[src/sv/scco_pkg.sv]
// ----------------------------------------------------------------------------
// scco_pkg: shared widths and types for the swept circle contact offset
// Field widths of the external words and the default fraction width.
// ----------------------------------------------------------------------------
package scco_pkg;

	localparam int SCCO_FRAC_BITS = 8;
	localparam int POS_W          = 24;
	localparam int RAD_W          = 16;
	localparam int MOVE_W         = 16;

	// default geometry of the chain cells
	localparam int SQRT_IN_W      = 2 * MOVE_W;
	localparam int DIV_NUM_W      = MOVE_W + SCCO_FRAC_BITS;
	localparam int DIV_DEN_W      = MOVE_W;
	localparam int SIDE_W         = 8;

	typedef logic signed [POS_W-1:0]  pos_t;
	typedef logic        [RAD_W-1:0]  rad_t;
	typedef logic signed [MOVE_W-1:0] move_t;

endpackage

[src/sv/scco_div_cell.sv]
// ----------------------------------------------------------------------------
// scco_div_cell: one quotient bit of a two-lane restoring divider
// Both lanes share the divisor; the side vector travels with the word.
// ----------------------------------------------------------------------------
module scco_div_cell #(
	parameter int NW  = scco_pkg::DIV_NUM_W,
	parameter int DVW = scco_pkg::DIV_DEN_W,
	parameter int SW  = scco_pkg::SIDE_W
) (
	input  logic                 clk,
	input  logic                 arst_n,
	input  logic                 in_valid,
	output logic                 in_ready,
	input  logic [1:0][NW-1:0]   in_num,
	input  logic [1:0][DVW-1:0]  in_rem,
	input  logic [1:0][NW-1:0]   in_quo,
	input  logic [DVW-1:0]       in_div,
	input  logic [SW-1:0]        in_side,
	output logic                 out_valid,
	input  logic                 out_ready,
	output logic [1:0][NW-1:0]   out_num,
	output logic [1:0][DVW-1:0]  out_rem,
	output logic [1:0][NW-1:0]   out_quo,
	output logic [DVW-1:0]       out_div,
	output logic [SW-1:0]        out_side
);
	import scco_pkg::*;

	logic                vld_q;
	logic [1:0][DVW:0]   r2;
	logic [1:0][DVW:0]   diff;
	logic [1:0]          ge;
	logic [1:0][DVW-1:0] rem_n;

	always_comb begin
		for (int k = 0; k < 2; k++) begin
			r2[k]    = {in_rem[k], in_num[k][NW-1]};
			diff[k]  = r2[k] - {1'b0, in_div};
			ge[k]    = r2[k] >= {1'b0, in_div};
			rem_n[k] = ge[k] ? diff[k][DVW-1:0] : r2[k][DVW-1:0];
		end
	end

	assign in_ready  = !vld_q || out_ready;
	assign out_valid = vld_q;

	always_ff @(posedge clk or negedge arst_n) begin
		if (!arst_n) begin
			vld_q <= 1'b0;
		end else if (in_ready) begin
			vld_q <= in_valid;
		end
	end

	always_ff @(posedge clk) begin
		if (in_valid && in_ready) begin
			for (int k = 0; k < 2; k++) begin
				out_num[k] <= {in_num[k][NW-2:0], 1'b0};
				out_rem[k] <= rem_n[k];
				out_quo[k] <= {in_quo[k][NW-2:0], ge[k]};
			end
			out_div  <= in_div;
			out_side <= in_side;
		end
	end

endmodule

[config.mk]
export PLATFORM = sky130hd
export DESIGN_NAME = scco_div_cell
export DESIGN_NICKNAME = d
export VERILOG_FILES = /design/src/sv/scco_pkg.sv /design/src/sv/scco_div_cell.sv
export SDC_FILE = /design/constraint.sdc
export NUM_CORES = 1
export LEC_CHECK = 0
export BUFFER_PORTS_ARGS = -buffer_cell sky130_fd_sc_hd__buf_2
export CAP_MARGIN = 20
export CORE_UTILIZATION = 30
export DETAILED_ROUTE_END_ITERATION = 12
export SETUP_SLACK_MARGIN = 0.15
export SLEW_MARGIN = 20
export SYNTH_ARGS = -nofsm -noshare
export SYNTH_HDL_FRONTEND = slang
export SYNTH_SLANG_ARGS = --single-unit
[constraint.sdc]
create_clock -name clk -period 5.9 [get_ports clk]
set_clock_uncertainty 0.1 [all_clocks]
set_input_delay 0.295 -clock clk [delete_from_list [all_inputs] [get_ports clk]]
set_output_delay 0.295 -clock clk [all_outputs]
set_load 0.01 [all_outputs]
**Yosys cells after proc, flatten, opt, wreduce, memory -nomap -nowiden**

Cells that the tools add are included.

- Multiplexer cells: 2
- Order comparisons: 2
- Reductions and logical operators: 3
- Add/sub/neg operators: 2

Operators by type and width:

| cell | count |
|---|---|
| 17-bit by 16-bit >= comparator with 1-bit output | 2 |
| 16-bit 2-to-1 mux | 2 |
| 16-bit subtractor | 2 |
| 1-bit logical AND | 1 |
| 1-bit logical NOT | 1 |
| 1-bit logical OR | 1 |

- Output and inout port bits: 154
- Register bits after elaboration: 151
- Bits of input ports: 156
- Word-level logic and storage cells: 18

**Longest topological paths before layout**

- Word-level depth: 3
- Depth in mapped cells: 11
- Gate-level depth less buffers: 9

**Worst setup path after synthesis**

OpenSTA, ideal clock, no wires.

- Path type: register to register
- Start point: register vld_q (netlist: out_valid)
- End point: register out_div[0], enable pin
- Buffers on the path: 0
- Clock period less this slack: 4.670 ns
- Setup time: 0.528 ns
- Data arrival time: 4.042 ns
- Cell stages (with the launch flop): 3
- Required time: 5.272 ns
- Setup slack: 1.230 ns
- Cells stage by stage: dfrtp_1 -> nand2b_1 -> and2_1

- Cells in the longest elaborated chain, start to end: 3

RTL lines:

| what | RTL line | text |
|---|---|---|
| start: declaration | scco_div_cell.sv:29 | `logic vld_q;` |
| start signal: assignment | scco_div_cell.sv:51 | `vld_q <= in_valid;` |
| 1-bit logical NOT | scco_div_cell.sv:44 | `assign in_ready = !vld_q \|\| out_ready;` |
| 1-bit logical OR | scco_div_cell.sv:44 |  |
| named net in_ready | scco_div_cell.sv:13 | `output logic in_ready,` |
| 1-bit logical AND | scco_div_cell.sv:56 | `if (in_valid && in_ready) begin` |
| end signal: assignment | scco_div_cell.sv:62 | `out_div <= in_div;` |
| end: declaration | scco_div_cell.sv:24 | `output logic [DVW-1:0] out_div,` |

The timed path passes the listed nets, and every way through them passes these cells.
A chain may end at the register's enable or synchronous reset.

==> reports/metrics.csv <==
metric,value,unit
status,finished clean,
TritonCTS clock tree,yes,
reg2reg setup slack,3.59,ns
Crit Path Category,input pin to flop,
nets,1062,
number of port buffers,305,
CP max-delay cell,or2_1,
fraction of layout cells with a size suffix above 1,42.4,%
reg2reg start,out_valid,
Fin. Hold Viols,0,
synthesized area per cell,15.3,um2
pwr dens,282,nW/um2
Gate Count Post-Synth,439,
"Data arrival, critical path",3.63,ns
CP Buf/Inv Count,3,
max-slew violations,0,
first-pass GRT wire length,29.8,mm
core box area,21900,um2
min Tclk post-route,3.56,ns
Clock Pin Slew Worst Setup and Hold Paths,0.07,ns
"Async S/R FF share, synth",0.662,%
DR vias,5377,
n_diodes,0,
Critical Path Max Stage Delay,0.70,ns
overflow left after global routing,0,
register bit total from synthesis,151,
CP dominant cell by count,o21ai_1,
Critical R2R Capture,out_quo[2],
RSZ-0062 raised after global routing,false,
Worst VDD drop,0.000175,V
"Core Util, Final",47.0,%
hold crit path type,input pin to flop,
Core Rows,54,
warning count from the yosys run,0,
largest net degree at the start of global routing,59,
Die Width,152,um
reg2reg path depth,3,
First DRT Iteration DRCs,205,
"CP delay by family, top",compound AO/OA/AOI/OAI gates,
Initial Utilization,30.7,%
Min-Delay Endpoint,out_div[0],
cell count after placement,1017,
GP Congestion,0.815,
clock sink count,151,
CTS Buf Count,17,
maximum capacitance violations,0,
Fillers,1930,
Final ANT Viol Nets,0,
Post-synth EDFFs,150,
# IOs,310,
Area growth syn-to-layout,53.0,%
H-tree Lvls,4,
vias per cell,4.62,
"critical path, cell by cell",dlygate4sd3_1 -> buf_2 -> inv_1 -> ha_1 -> nand2_1 -> o21ai_1 -> a31oi_2 -> o21ai_1 -> or2_1 -> mux2_2,
Final Non-Filler Cells,1165,
vias in the first global route,5288,
Worst slew margin,48.0,%
1st-pass router iterations,4,
# setup viols final,0,
Leak,4.41,nW
HPWL after DPL,15.9,mm
Crit path required time,5.97,ns
Netlist cell types,61,
Root Buffer,clkbuf_16,
setup TNS,0,ns
CTS max path bufs,2,
Fmax,281,MHz
Die H,152,um
Reg area,4530,um2
hold wc startpoint,in_div[0],
Die ar.,23000,um2
Least-Margin Pin Slew,0.780,ns
clock latency on the worst-skew pair,0.42,ns
CTS resizes,0,
Final Total Pwr,2.90,mW
"Seq/Total Area, Yosys",67.3,%
Post-route DRC,0,
gr usage total,18.1,%
antenna violations before repair,1,
total wire length,21.9,mm
Tcrit/Tclk final,60.3,%
critical path launch point type,input pin,
Worst Hold Depth,1,
CP max FO,17,
predominant post-synthesis flop cell,edfxtp_1,
Multi-input gate area,2030,um2
mapped cell area,6730,um2
Critical Path End Type,flop,
post-detailed-route wirelength per cell,18.8,um
==> how the worst max path moves through the flow <==
| stage | startpoint | to | slack (ns) | depth (start not counted) |
|---|---|---|---|---|
| final | in_div[8] | out_rem[27] | 2.34 | 10 |
| after detailed placement | in_div[1] | out_rem[3] | 2.38 | 9 |
| after global placement | in_div[1] | out_rem[5] | 2.41 | 9 |
| after CTS | in_div[8] | out_rem[27] | 2.35 | 10 |
| after global routing | in_div[8] | out_rem[27] | 2.24 | 10 |
| after floorplan | out_valid | out_div[0] | 1.23 | 2 |
==> sequential cells by signal, indices dropped and copies added (netlist names) <==
register / cells
out_div: 16
out_num: 46
out_side: 8
out_valid: 1
out_quo: 48
out_rem: 32
==> logic make-up after synthesis <==
family                     synth area share [%]
AOI/OAI and AO/OA                          8.63
other                                    0.0557
buffers and inverters                      2.55
adders and majority gates                  6.55
and+or+nand+nor                            7.10
DFF                                        67.3
muxes                                      4.95
xor gates and xnor gates                   2.86
==> synth_stat cells, drive strengths merged, types with 2 or more instances <==
master	instances	area, um2
mux2i	4	40.0
a21oi	25	133
a211o	3	26.3
nor4	2	12.5
or2	2	12.5
o31a	2	17.5
edfxtp	150	4500
nand4	5	31.3
nand2b	5	31.3
buf	7	70.1
o21ai	18	101
ha	32	400
xnor2	12	105
nor3b	2	15.0
o21a	6	45.0
and2	4	25.0
inv	24	90.1
nor2b	6	45.0
nor2	20	75.1
nand3	9	50.1
xor2	10	87.6
a31o	2	17.5
mux2	23	293
a31oi	6	50.0
nand2	14	52.6
and3	2	12.5
a21o	7	52.6
fa	2	40.0
a21boi	2	15.0
or3	3	18.8
o41ai	2	25.0
clkbuf	3	11.3
nor3	11	55.1
==> cell type report <==
type	instances	area share (%)
clock inverter	15	1.51
tap	280	3.40
inverter	24	0.875
multi-input combinational	255	19.8
sequential	151	44.0
timing repair buffer	423	26.3
clock buffer	17	4.13
==> cell usage in the layout (no fill, tap or decap), types with 3 or more instances in the layout <==
cell type      instances
nand3_1                8
a31oi_1                4
o21ai_0               14
xor2_1                10
mux2_4                 9
nor3_1                11
a211o_1                3
mux2_2                14
xnor2_1               12
o21a_1                 6
nand4_1                5
nor2_1                20
inv_1                 24
o21ai_1                3
nand2b_1               5
nand2_1               14
inv_6                  4
a21o_1                 7
a21oi_1               23
edfxtp_1             150
inv_8                  6
clkbuf_16             17
buf_2                305
and2_1                 3
mux2i_1                4
dlygate4sd3_1        115
ha_1                  32
nor2b_1                5
or3_1                  3
==> power by group <==
part / total [mW] / switching [mW] / internal [mW]
sequential: 1.29 / 0.0161 / 1.27
combinational: 0.531 / 0.274 / 0.257
clock: 1.08 / 0.515 / 0.568
total: 2.90 / 0.806 / 2.10
==> layer usage <==
layer | share of wire, % | up-vias | track usage (%)
met5 | 0.037 | - | 0
met4 | 2.5 | 2 | 7.43
met2 | 52 | 249 | 32.3
met3 | 7.6 | 29 | 5.00
met1 | 38 | 2554 | 20.1
li1 | - | 2543 | -
==> what timing repair did <==
action | in CTS | in global routing
buffers inserted | 0 | 0
hold buffers | 114 | 1
endpoints found under the hold margin | 114 | 1
==> metrics by stage <==
step                hold slack [ns]  instance area, um2  worst slack [ns]
floorplan                    -0.101                6730              1.23
global placement            -0.0300                8550              2.41
detailed placement          -0.0246                8550              2.38
CTS                         0.00614               10300              2.35
global route                 0.0102               10300              2.24
finish                       0.0310               10300              2.34
No activity file was read; power rests on OpenSTA's default activity.
