===== src/sv/scco_pkg.sv =====
// ----------------------------------------------------------------------------
// scco_pkg: shared widths and types for the swept circle contact offset
// Field widths of the external words and the default fraction width.
// ----------------------------------------------------------------------------
package scco_pkg;

	localparam int SCCO_FRAC_BITS = 8;
	localparam int POS_W          = 24;
	localparam int RAD_W          = 16;
	localparam int MOVE_W         = 16;

	// default geometry of the chain cells
	localparam int SQRT_IN_W      = 2 * MOVE_W;
	localparam int DIV_NUM_W      = MOVE_W + SCCO_FRAC_BITS;
	localparam int DIV_DEN_W      = MOVE_W;
	localparam int SIDE_W         = 8;

	typedef logic signed [POS_W-1:0]  pos_t;
	typedef logic        [RAD_W-1:0]  rad_t;
	typedef logic signed [MOVE_W-1:0] move_t;

endpackage


===== src/sv/scco_sqrt_cell.sv =====
// ----------------------------------------------------------------------------
// scco_sqrt_cell: one digit of a pipelined integer square root
// Takes two radicand bits per cell, keeps the partial root and remainder,
// and carries a side vector along with the word.
// ----------------------------------------------------------------------------
module scco_sqrt_cell #(
	parameter int NW = scco_pkg::SQRT_IN_W,
	parameter int SW = scco_pkg::SIDE_W
) (
	input  logic              clk,
	input  logic              arst_n,
	input  logic              in_valid,
	output logic              in_ready,
	input  logic [NW-1:0]     in_val,
	input  logic [NW/2+1:0]   in_rem,
	input  logic [NW/2-1:0]   in_root,
	input  logic [SW-1:0]     in_side,
	output logic              out_valid,
	input  logic              out_ready,
	output logic [NW-1:0]     out_val,
	output logic [NW/2+1:0]   out_rem,
	output logic [NW/2-1:0]   out_root,
	output logic [SW-1:0]     out_side
);
	import scco_pkg::*;

	localparam int HW = NW / 2;
	localparam int RW = HW + 2;

	logic          vld_q;
	logic [RW+1:0] rem2;
	logic [RW+1:0] trial;
	logic          ge;
	logic [RW+1:0] diff;

	assign rem2  = {in_rem, in_val[NW-1 -: 2]};
	assign trial = {2'b00, in_root, 2'b01};
	assign ge    = rem2 >= trial;
	assign diff  = rem2 - trial;

	assign in_ready  = !vld_q || out_ready;
	assign out_valid = vld_q;

	always_ff @(posedge clk or negedge arst_n) begin
		if (!arst_n) begin
			vld_q <= 1'b0;
		end else if (in_ready) begin
			vld_q <= in_valid;
		end
	end

	always_ff @(posedge clk) begin
		if (in_valid && in_ready) begin
			out_val  <= {in_val[NW-3:0], 2'b00};
			out_rem  <= ge ? diff[RW-1:0] : rem2[RW-1:0];
			out_root <= {in_root[HW-2:0], ge};
			out_side <= in_side;
		end
	end

endmodule


===== config.mk =====
export PLATFORM = sky130hd
export DESIGN_NAME = scco_sqrt_cell
export DESIGN_NICKNAME = d
export VERILOG_FILES = /design/src/sv/scco_pkg.sv /design/src/sv/scco_sqrt_cell.sv
export SDC_FILE = /design/constraint.sdc
export NUM_CORES = 1
export LEC_CHECK = 0
export BUFFER_PORTS_ARGS = -buffer_cell sky130_fd_sc_hd__buf_2
export CAP_MARGIN = 20
export CORE_MARGIN = 3
export CORE_UTILIZATION = 47
export CTS_CLUSTER_SIZE = 40
export DETAILED_ROUTE_END_ITERATION = 10
export PLACE_DENSITY = 0.9
export SLEW_MARGIN = 25
export SYNTH_ARGS = -nofsm -noshare
export SYNTH_HDL_FRONTEND = slang
export SYNTH_SLANG_ARGS = --single-unit

===== constraint.sdc =====
create_clock -name clk -period 3.65 [get_ports clk]
set_input_delay 0 -clock clk [delete_from_list [all_inputs] [get_ports clk]]
set_output_delay 0 -clock clk [all_outputs]
set_load 0.005 [all_outputs]

# ---- Yosys cells after proc, flatten, opt, wreduce, memory -nomap -nowiden
# Cells that the tools add are included.
dict set report classes {
  n_addsub 1
  order_cmp 1
  mux 1
  n_reduce_logical 3
}
# cell count
set op_table {}
lappend op_table {{20-bit by 18-bit greater-or-equal comparator with 1-bit output} 1}
lappend op_table {{18-bit 2-to-1 mux} 1}
lappend op_table {{18-bit subtractor} 1}
lappend op_table {{1-bit logical AND} 1}
lappend op_table {{1-bit logical NOT} 1}
lappend op_table {{1-bit logical OR} 1}
dict set report word_totals {
  regBits 73
  inputBits 78
  output_inout_bits 76
  elab_cells 11
}

# ---- Logic depth before layout (Yosys ltp)
dict set report logic_depth {
  ltp_word 3
  mapped_depth 11
}

# ---- Worst setup path after synthesis
# Ideal clock, no wire load.
dict set report synth_timing {
  path_type {register to register}
  from {register vld_q (netlist: out_valid)}
  to {register out_rem[0] (enable)}
  setup_ps 438
  t_arrival_ps 2209
  required_time_ps 3212
  path_slack_ps 1003
  path_stages_with_launch 3
  path_buffers 0
  period_less_slack_ps 2647
  cell_sequence {dfrtp_1 -> nand2b_1 -> and2_1}
}
dict set report synth_via {
  elab_chain_len 3
}
# element line
set synth_rtl {}
lappend synth_rtl {{start: declaration} scco_sqrt_cell.sv:30} ;# logic vld_q;
lappend synth_rtl {{start signal: assignment} scco_sqrt_cell.sv:48} ;# vld_q <= in_valid;
lappend synth_rtl {{1-bit logical NOT} scco_sqrt_cell.sv:41} ;# assign in_ready = !vld_q || out_ready;
lappend synth_rtl {{1-bit logical OR} scco_sqrt_cell.sv:41}
lappend synth_rtl {{via in_ready} scco_sqrt_cell.sv:13} ;# output logic in_ready,
lappend synth_rtl {{1-bit logical AND} scco_sqrt_cell.sv:53} ;# if (in_valid && in_ready) begin
lappend synth_rtl {{end signal: assignment} scco_sqrt_cell.sv:55} ;# out_rem <= ge ? diff[RW-1:0] : rem2[RW-1:0];
lappend synth_rtl {{end: declaration} scco_sqrt_cell.sv:21} ;# output logic [NW/2+1:0] out_rem,
# The timed path passes the listed nets, and every way through them passes these cells.
# A chain may end at the register's enable or synchronous reset.

# ---- Worst setup path after layout
dict set report layout_timing {
  from {input port in_root[7]}
  to {register out_rem[7], data pin}
}
dict set report layout_via {
  elab_chain_len 2
}
# element line
set layout_rtl {}
lappend layout_rtl {{start: declaration} scco_sqrt_cell.sv:16} ;# input logic [NW/2-1:0] in_root,
lappend layout_rtl {{20-bit by 18-bit greater-or-equal comparator with 1-bit output} scco_sqrt_cell.sv:38} ;# assign ge = rem2 >= trial;
lappend layout_rtl {{18-bit 2-to-1 mux} scco_sqrt_cell.sv:55}
# No other way between the ends.

==> summary.md <==
| Metric | Value |
|---|---|
| Status | `finished clean` |
| Final setup viols | `0` |
| Minimum clock period after layout | `2.692 ns` |
| DR pass1 iterations | `5` |
| Clock Power Share | `0.353` |
| Final clock skew | `0.01002 ns` |
| Seq pwr share | `0.452` |
| Sw power | `0.5779 mW` |
| Relative slew slack | `0.3612` |
| Warnings from Yosys | `0` |
| Routed wl met3 | `1056 µm` |
| Worst r2r path cells | `2` |
| Most frequent cells after synthesis | `edfxtp_1, inv_1, ha_1, a21oi_1, mux2_2` |
| Total Nets Final | `566` |
| Critical R2R Capture | `out_root[1]` |
| DRC | `0` |
| Largest net degree at the start of global routing | `73` |
| Postcts setup bufs | `0` |
| Number of synthesized flops with an enable pin | `72` |
| Syn Area/Cell | `14.14 µm²` |
| Vias | `3018` |
| Async S/R FF share, synth | `0.01370` |
| Wire length per cell | `19.74 µm` |
| Total track usage | `0.2744` |
| Sw Share | `0.2563` |
| Place WS | `1.298 ns` |
| Total gr overflow | `0` |
| ANT nets after route | `0` |
| Antenna cells | `0` |
| Hold Crit Endpoint | `out_rem[15]` |
| Min-delay src | `in_rem[13]` |
| Clk slew on worst S/H paths | `0.08 ns` |
| RSZ-0062 raised after global routing | `false` |
| Peak supply drop | `0.2211 mV` |
| Clock sinks | `73` |
| Register area share after synthesis | `0.6391` |
| Area contributors post-synth | `edfxtp_1, ha_1, mux2_2` |
| First-pass GRT wire length | `17190 µm` |
| Worst Setup End Kind | `flop` |
| Leak | `2.269 nW` |
| DRT iter0 DRCs | `297` |
| PD cells | `432.2 nW/µm²` |
| Worst-margin pin slew | `0.9581 ns` |
| Yosys reg bits | `73` |
| DR WL met2 | `5586 µm` |
| Worst setup SP type | `input pin` |
| PnR worst setup slack | `0.9580 ns` |
| Total Routed Length | `11270 µm` |
| Met1 wire length | `4363 µm` |
| Pint | `1.677 mW` |
| I/O pins | `154` |
| Slew Limit Fails | `0` |
| Core footprint | `6944 µm²` |
| Die extent in x | `91.33 µm` |
| Critical Path RT | `3.75 ns` |
| TritonCTS clock tree | `yes` |
| Gate power share | `0.196` |
| CP Max Fanout | `19` |
| Fmax | `0.3715 GHz` |
| Count leader, synth | `edfxtp_1` |
| Unique cell type count in the Yosys netlist | `45` |
| PostCTS Resize Cnt | `0` |
| Max-cap violations | `0` |
| Synth Instances | `242` |
| Rows | `30` |
| Vias in the first global route | `3016` |
| IO buf count | `151` |
| Hold Path Class | `input pin to flop` |
| Die ar. | `8341 µm²` |
| DIE HEIGHT | `91.33 µm` |
| Area leader, netlist | `edfxtp_1` |
| Final period utilization | `0.7375` |
| Clk root buf | `clkbuf_8` |
| Number of buffers created by CTS | `9` |
| Initial antenna violation count | `0` |
| Final TNS setup | `0 ns` |
| Post-synth top flop | `edfxtp_1` |
| Cts hold-fix bufs | `71` |
| Synth-to-Final Area Change | `52.47%` |
| Reg2reg setup slack | `1.87 ns` |
| Routed vias/inst | `5.285` |
| WP data arrival | `2.79 ns` |
| Worst skew pair latency | `0.35 ns` |
| Initial Utilization | `0.4928` |
| Worst r2r src | `out_valid` |
| Post-Syn Area | `3422 µm²` |
| Layout cell share with drive strength beyond 1 | `0.3916` |
| Synth top area share | `0.6318` |
| Crit Path Class | `input pin to flop` |
| GPL Wtd Cong | `0.8583` |
| Max layer used | `met4` |
| Post-DP HPWL | `6150 µm` |
| H-tree Lvls | `3` |
| Final-report hold violation count | `0` |
| Hold path depth | `3` |
| Bufs on Longest Clock Path | `2` |
## metal layers
metal	vias to the layer above	GRT usage
met2	204	0.4721
met5	-	0
li1	1361	-
met3	25	0.08285
met4	0	0.09296
met1	1428	0.3269
## state kept, by name, summed over array words and instances (netlist names)
name and count:
out_valid 1, out_root 16, out_side 8, out_rem 18, out_val 30
## how the worst max path moves through the flow
stage / startpoint / endpoint / slack (ns) / depth (start not counted)
global placement: in_root[7] / out_rem[7] / 1.36 / 8
finish: in_root[7] / out_rem[7] / 0.96 / 9
CTS: in_root[7] / out_rem[7] / 1.06 / 9
detailed placement: in_root[7] / out_rem[5] / 1.30 / 8
global route: in_root[7] / out_rem[7] / 0.78 / 9
floorplan: out_valid / out_rem[0] / 1.00 / 2
## power groups by stage
stage               clock [mW]  combinational, mW  sequential [mW]
floorplan                    0              0.206             1.04
global placement             0              0.342             1.03
detailed placement           0              0.355             1.03
CTS                      0.779              0.421             1.01
global route             0.838              0.476             1.02
finish                   0.796              0.441             1.02
## through the flow
| step | util | cell area, µm² | power, mW | hold WS [ns] | std cells |
|---|---|---|---|---|---|
| floorplan | - | 3426 | 1.247 | -0.2956 | 243 |
| global placement | 0.6141 | 4264 | 1.371 | -0.2255 | 484 |
| detailed placement | 0.6141 | 4264 | 1.386 | -0.2220 | 484 |
| CTS | 0.7514 | 5218 | 2.212 | 0.003508 | 571 |
| global route | 0.7514 | 5218 | 2.335 | 0.008270 | 571 |
| finish | 0.7514 | 5218 | 2.255 | 0.01231 | 571 |
## kinds of logic after synthesis
| logic type | share of synthesized area |
|---|---|
| AO/OA/AOI/OAI | 0.09543 |
| XOR/XNOR | 0.03583 |
| adder cells (fa/ha/maj) | 0.06581 |
| buffers and inverters | 0.03363 |
| flip-flops | 0.6391 |
| multiplexers | 0.05814 |
| other | 0.001096 |
| AND/OR/NAND/NOR | 0.07094 |
## cells in the final DEF (no fill, tap or decap), types with 6 or more instances in the layout
master         instances
nor2_1                11
nand2_1               12
inv_1                 20
nor3_1                 6
buf_2                151
a21oi_1               15
dlygate4sd3_1         71
ha_1                  18
edfxtp_1              72
o21a_1                 6
xnor2_1               10
mux2_2                13
clkbuf_8               9
## worst max-delay path: stages
cell and delay [ns]:
dlygate4sd3_1 0.55, buf_2 0.13, inv_1 0.05, ha_1 0.41, a21oi_1 0.12, o21ai_1 0.24
a31oi_1 0.20, o211ai_4 0.66, mux2_2 0.43
## area by class of cell
cell class | instances | area (µm²)
clock buffers | 10 | 127.6
clock inverters | 6 | 115.1
fillers | 414 | 1727
inverters | 20 | 75.07
multi-input cells | 144 | 1126
flip-flops and latches | 73 | 2187
well taps | 96 | 120.1
repair buffers | 222 | 1466
(Power assumes the default switching activity.)
